<file path="src/hdl/plp_pkg.sv">
// Package for the point-to-line projection parameter block.
// Holds payload structs, widths and defaults; no dependencies.
`timescale 1ns / 1ps
package plp_pkg;
  localparam int unsigned CoordW = 24;
  localparam int unsigned ThreshW = 52;
  localparam int unsigned ParamW = 32;
  localparam int unsigned CoordFracBitsDef = 12;
  localparam int unsigned OutFracBitsDef = 16;
  localparam int unsigned QueueDepth = 4;

  typedef struct packed {
    logic signed [CoordW-1:0] start_x;
    logic signed [CoordW-1:0] start_y;
    logic signed [CoordW-1:0] start_z;
    logic signed [CoordW-1:0] end_x;
    logic signed [CoordW-1:0] end_y;
    logic signed [CoordW-1:0] end_z;
    logic signed [CoordW-1:0] point_x;
    logic signed [CoordW-1:0] point_y;
    logic signed [CoordW-1:0] point_z;
  } query_t;

  typedef struct packed {
    logic signed [ParamW-1:0] line_param;
    logic                     degenerate;
    logic                     saturated;
  } result_t;

  // Classified item passed from the front part to the divider.
  typedef struct packed {
    logic        degenerate;
    logic        neg;
    logic [51:0] mag;
    logic [51:0] nsq;
  } job_t;
endpackage

</file>
<file path="src/hdl/plp_queue.sv">
// Short queue between the front part and the divider.
// Depends on plp_pkg.
`timescale 1ns / 1ps
module plp_queue #(
  parameter int unsigned Depth = plp_pkg::QueueDepth
) (
  input  logic          clk_i,
  input  logic          rst_ni,
  input  logic          push_i,
  input  plp_pkg::job_t data_i,
  input  logic          pop_i,
  output logic          valid_o,
  output plp_pkg::job_t data_o
);
  localparam int unsigned AW = (Depth > 1) ? $clog2(Depth) : 1;
  plp_pkg::job_t mem_q [Depth];
  logic [AW-1:0] wp_q, rp_q;
  logic [AW:0]   cnt_q;

  function automatic logic [AW-1:0] inc(input logic [AW-1:0] p);
    return (32'(p) == Depth - 1) ? '0 : AW'(32'(p) + 1);
  endfunction

  always_ff @(posedge clk_i or negedge rst_ni) begin
    if (!rst_ni) begin
      wp_q <= '0;
      rp_q <= '0;
      cnt_q <= '0;
    end else begin
      if (push_i) wp_q <= inc(wp_q);
      if (pop_i && valid_o) rp_q <= inc(rp_q);
      cnt_q <= cnt_q + (AW+1)'(push_i) - (AW+1)'(pop_i && valid_o);
    end
  end

  always_ff @(posedge clk_i) begin
    if (push_i) mem_q[wp_q] <= data_i;
  end

  assign valid_o = cnt_q != '0;
  assign data_o = mem_q[rp_q];
endmodule

</file>
<file path="config.mk">
export PLATFORM = sky130hd
export DESIGN_NAME = plp_queue
export DESIGN_NICKNAME = d
export VERILOG_FILES = /design/src/hdl/plp_pkg.sv /design/src/hdl/plp_queue.sv
export SDC_FILE = /design/constraint.sdc
export NUM_CORES = 1
export LEC_CHECK = 0
export BUFFER_PORTS_ARGS = -buffer_cell sky130_fd_sc_hd__buf_2
export CORE_UTILIZATION = 51
export CTS_CLUSTER_SIZE = 40
export DETAILED_ROUTE_END_ITERATION = 16
export PLACE_DENSITY = 0.86
export SYNTH_ARGS = -nofsm -noshare
export SYNTH_HDL_FRONTEND = slang
export SYNTH_SLANG_ARGS = --single-unit
</file>
<file path="constraint.sdc">
create_clock -name clk_i -period 3.9 [get_ports clk_i]
set_clock_uncertainty 0.1 [all_clocks]
set_input_delay 0.78 -clock clk_i [delete_from_list [all_inputs] [get_ports clk_i]]
set_output_delay 0.78 -clock clk_i [all_outputs]
set_load 0.02 [all_outputs]
</file>
# Yosys cells after proc, flatten, opt, wreduce, memory -nomap -nowiden
# Memory sizes are Yosys's and may differ from the RTL's.
# Index checks and enable logic that the tools add are counted.
# op_classes
n_lt_le_gt_ge,0
mux,4
n_eq_ne,2
shift,0
n_addsub,4
n_div,0
n_bitwise,0
n_reduce_logical,2
multipliers,0
# op_table
cell,count
$add 2x1->2 const B,2
$eq 2x2->1 const B,2
$mux 2,2
$add 3x1->3,1
$reduce_bool 3->1,1
$sub 3x1->3,1
$mux 1,2
$logic_and 1x1->1,1
# word_totals
latchBits,0
rom_bits,0
memories,1
word_cells,16
reg_bits,7
in_bits,110
ramBits,424
# mem_list
name,words,word_bits,read_ports,rd_ports_with_merged_regs,write_ports,line_no,source
mem_q,4,106,1,0,1,plp_queue.sv:16,plp_pkg::job_t mem_q [Depth];

# Logic depth before layout (Yosys ltp)
# logic_depth
ltp_word,3
mapped_depth,9
ltp_nobuf,9

# Least setup slack after synthesis
# No wires, ideal clock.
# synth_path
path_kind,in2reg
start,input push_i
end,"memory mem_q[0][0] (netlist name), enable pin"
required_time_ns,3.323
setup_slack_ns,0.101
stages,1
arrival_ns,3.223
path_cell_list,and2_1
# synth_between
elab_chain_cells,2
# synth_lines
element,line_no,source
from (decl),plp_queue.sv:9,"input logic push_i,"
$mux 1,plp_queue.sv:37,if (push_i) mem_q[wp_q] <= data_i;
$mux 1 (implied by the code),plp_queue.sv:37,
to (decl),plp_queue.sv:16,
# Every way passes these cells.

==> results summary <==
The flow ran to the end, and the final reports show no timing, DRC or antenna violations. The die boundary height is 177 um. The average routed wire per standard cell is 22.5 um. Setup repair after global routing left no endpoint under its margin. The worst setup path is captured at an output port. By area the synthesized netlist is led by edfxtp_1 (81%), mux4_2 (15%), dfrtp_1 (1.1%).

The critical-path maximum fanout is 45. The horizontal die dimension is 177 um. The placeable core area came out at 0.0300 mm2. The netlist area before placement is 0.0157 mm2. The wire length of the first global-routing pass came out at 42.7 mm. TritonCTS built the clock tree. The biggest area contributor in the post-synthesis netlist is edfxtp_1. For this run, the detailed router's first-pass iteration total came to 5. The power per standard cell area is 780 mW/mm2.

For this run, the leading register cell type out of synthesis is edfxtp_1. The number of max-cap violations came out at 0. The via count of the first global-routing pass came out at 7409. The transition time at the pin with the least slew margin came out at 0.692 ns.

Once the floorplan was initialized, standard cells occupied 52.3% of the core. Synthesis produced a netlist with a net count of 709. For this run the aggregate overflow at the end of global routing stands at 0. The top-area cell type share of the netlist area is 81.2%. The setup TNS is 0 ns.

The layout has 2010 filler cells. The quantity of gates resized following cts is 0. The post-route netlist has 46.4% of its cells at a drive strength greater than 1. The total length of routed wires is 28.5 mm. The combined global-route utilization of all metal layers came out at 18.4%. The number of flip-flops and latches in the synthesized netlist is 431. Per report_power, the combinational group accounts for 28.9% of the total. The clock share of power came out at 28.0%. Input and output buffers added on the ports amount to 216. The critical path starts at rp_q[0]. The required time at the endpoint of the critical path came out at 3.02 ns. The net count of the finished layout came out at 960. The share of power burned in registers is 43.1%. The area used by sequential logic in the layout is 0.0129 mm2. The minimum clock period is 3.46 ns. The I/O pin total is 217. The DRC violation count after routing came out at 0. The multi-input gate area in the final layout came out at 0.00261 mm2.

The worst hold path belongs to the class input port to flip-flop. The post-CTS setup buffer count is 0. By count the netlist is led by edfxtp_1 (424), mux4_2 (106), buf_2 (13).

The worst hold path begins at data_i[70]. The clock latency on the worst-skew pair is 0.51 ns. The setup path with the least slack is of type flip-flop to output port. The maximum number of pins on one net before global-route repair came out at 46. In this run the critical register-to-register path is launched from cnt_q[1]. The relative slew slack is 53.9%. The maximum clock insertion buffer count came out at 3. The design internal power is 0.0102 W.

The netlist uses 20 different library cells. The post-route antenna net violation count is 0. The share of async-settable or async-resettable flops after synthesis is 1.62%. The synthesis warning total is 0. The deepest level of the CTS H-tree is 2.

The final design utilization is 62.6%. Across the VDD grid, the largest voltage drop is 0.000420 V. Summed over all nets, the half-perimeter wirelength after detailed placement is 17.6 mm. The most frequently used cell type in the post-synthesis netlist is edfxtp_1. In this run, the number of DRC markers left after iteration 0 of detailed routing was 425.

Data arrives at the worst endpoint at 2.58 ns. In this run the mean area of a mapped cell was 26.5 um2. The number of CTS-inserted buffers is 43. The synthesized instance count came out at 591. The count of final hold-check violations is 0. In this run, synthesis inferred 424 flip-flops with an integrated enable.

The leakage dissipation came out at 6.43 nW. Of the total power, the share spent switching nets is 30.0%. The setup violation total in the final timing report is 0. Detailed routing inserted a total of 7004 vias. The critical path startpoint category is a flip-flop. The layout overhead on the synthesized area came out at 19.7%. After clock tree synthesis, the clock-pin slew on the worst setup and hold paths is 0.06 ns.

The routed via count divided by cell count came out at 5.52. The cell sitting at the root of the clock tree is a clkbuf_16. The final number of max-transition violations came out at 0. The number of antenna violations at the first check in global routing was 4. In this run the core area contains 63 standard-cell rows. For this run, the top clock speed supported by timing is 289 MHz.

The clock sink count came out at 431. The die covers 0.0314 mm2. The switching power of the nets is 0.00439 W. Of the available clock period, the critical path in the final layout requires 88.7%.

At the end of routability-driven placement, the weighted congestion stood at 0.732. The register area share after synthesis is 82.3%.
state kept, by name, indices dropped and copies added, names as in the netlist:
| name | count |
|---|---|
| mem_q | 424 |
| cnt_q | 3 |
| rp_q | 2 |
| wp_q | 2 |
power groups by stage:
stage          Sequential (W)  Clock (W)  Combinational, W
4_1_cts               0.00633    0.00419           0.00433
3_5_place_dp          0.00641          0           0.00431
3_3_place_gp          0.00635          0           0.00426
2_1_floorplan         0.00621          0           0.00314
5_1_grt               0.00638    0.00436           0.00452
6_report              0.00630    0.00410           0.00423
layout make-up:
cell class | count | area share [%]
Multi-Input combinational cell | 129 | 13.9
Antenna cell | 3 | 0.0400
Inverter | 7 | 0.140
Clock inverter | 27 | 1.49
Tap cell | 390 | 2.60
Sequential cell | 431 | 68.8
Clock buffer | 51 | 6.12
Timing Repair Buffer | 230 | 6.87
critical path, stage by stage (launching register included):
cell and delay, ns:
dfrtp_4 0.83, buf_12 0.38, mux4_2 0.58, buf_2 0.18
per-stage QoR:
step	total power [W]	cell area, um2	setup WS [ns]	instances	hold WS, ns
final	0.0146	18800	0.441	1268	0.376
after global routing	0.0153	18800	0.235	1267	0.350
after CTS	0.0149	18800	0.351	1265	0.344
after detailed placement	0.0107	17300	0.929	1186	0.445
after global placement	0.0106	17300	0.935	1186	0.444
after floorplan	0.00935	15700	0.101	591	0.384
final timing paths:
check                      depth (start not counted)            to  slack (ns)
max                                                3    data_o[22]        0.44
min                                                1  mem_q[0][70]        0.38
max reg2reg                                        9      cnt_q[2]        1.43
min reg2reg                                        1      cnt_q[2]        0.46
max in group asynchronous                          2       rp_q[0]        2.96
min in group asynchronous                          2       wp_q[0]        0.56
cells in the final DEF (no fill, tap or decap), drive strengths merged, types with 2 or more instances in the layout:
master / Yosys / routed
dfrtp: 7 / 7
clkinv: 0 / 19
and2: 4 / 4
diode: 0 / 3
edfxtp: 424 / 424
clkbuf: 6 / 51
inv: 7 / 9
ha: 7 / 7
mux2: 2 / 2
o21ai: 2 / 2
bufinv: 0 / 6
xnor2: 2 / 2
buf: 18 / 229
mux4: 106 / 106
timing repair:
item,CTS,global route
hold endpoints to repair,7,0
endpoints found under the setup margin,0,0
hold buffers,1,0
layer usage:
metal,track usage [%],wire length [um]
met4,5.45,682
met1,23.1,10700
met2,31.8,15000
met5,0,8
met3,4.52,2110
cell families after synthesis:
| kind of cell | Yosys count | share of synthesized area (%) |
|---|---|---|
| adders and majority gates | 8 | 0.686 |
| muxes | 108 | 15.4 |
| and+or+nand+nor | 8 | 0.303 |
| DFF | 431 | 82.3 |
| buffers and inverters | 31 | 1.09 |
| AOI/OAI and AO/OA | 3 | 0.112 |
| xor gates and xnor gates | 2 | 0.112 |
Note: power is estimated with default switching activity, not from simulation.
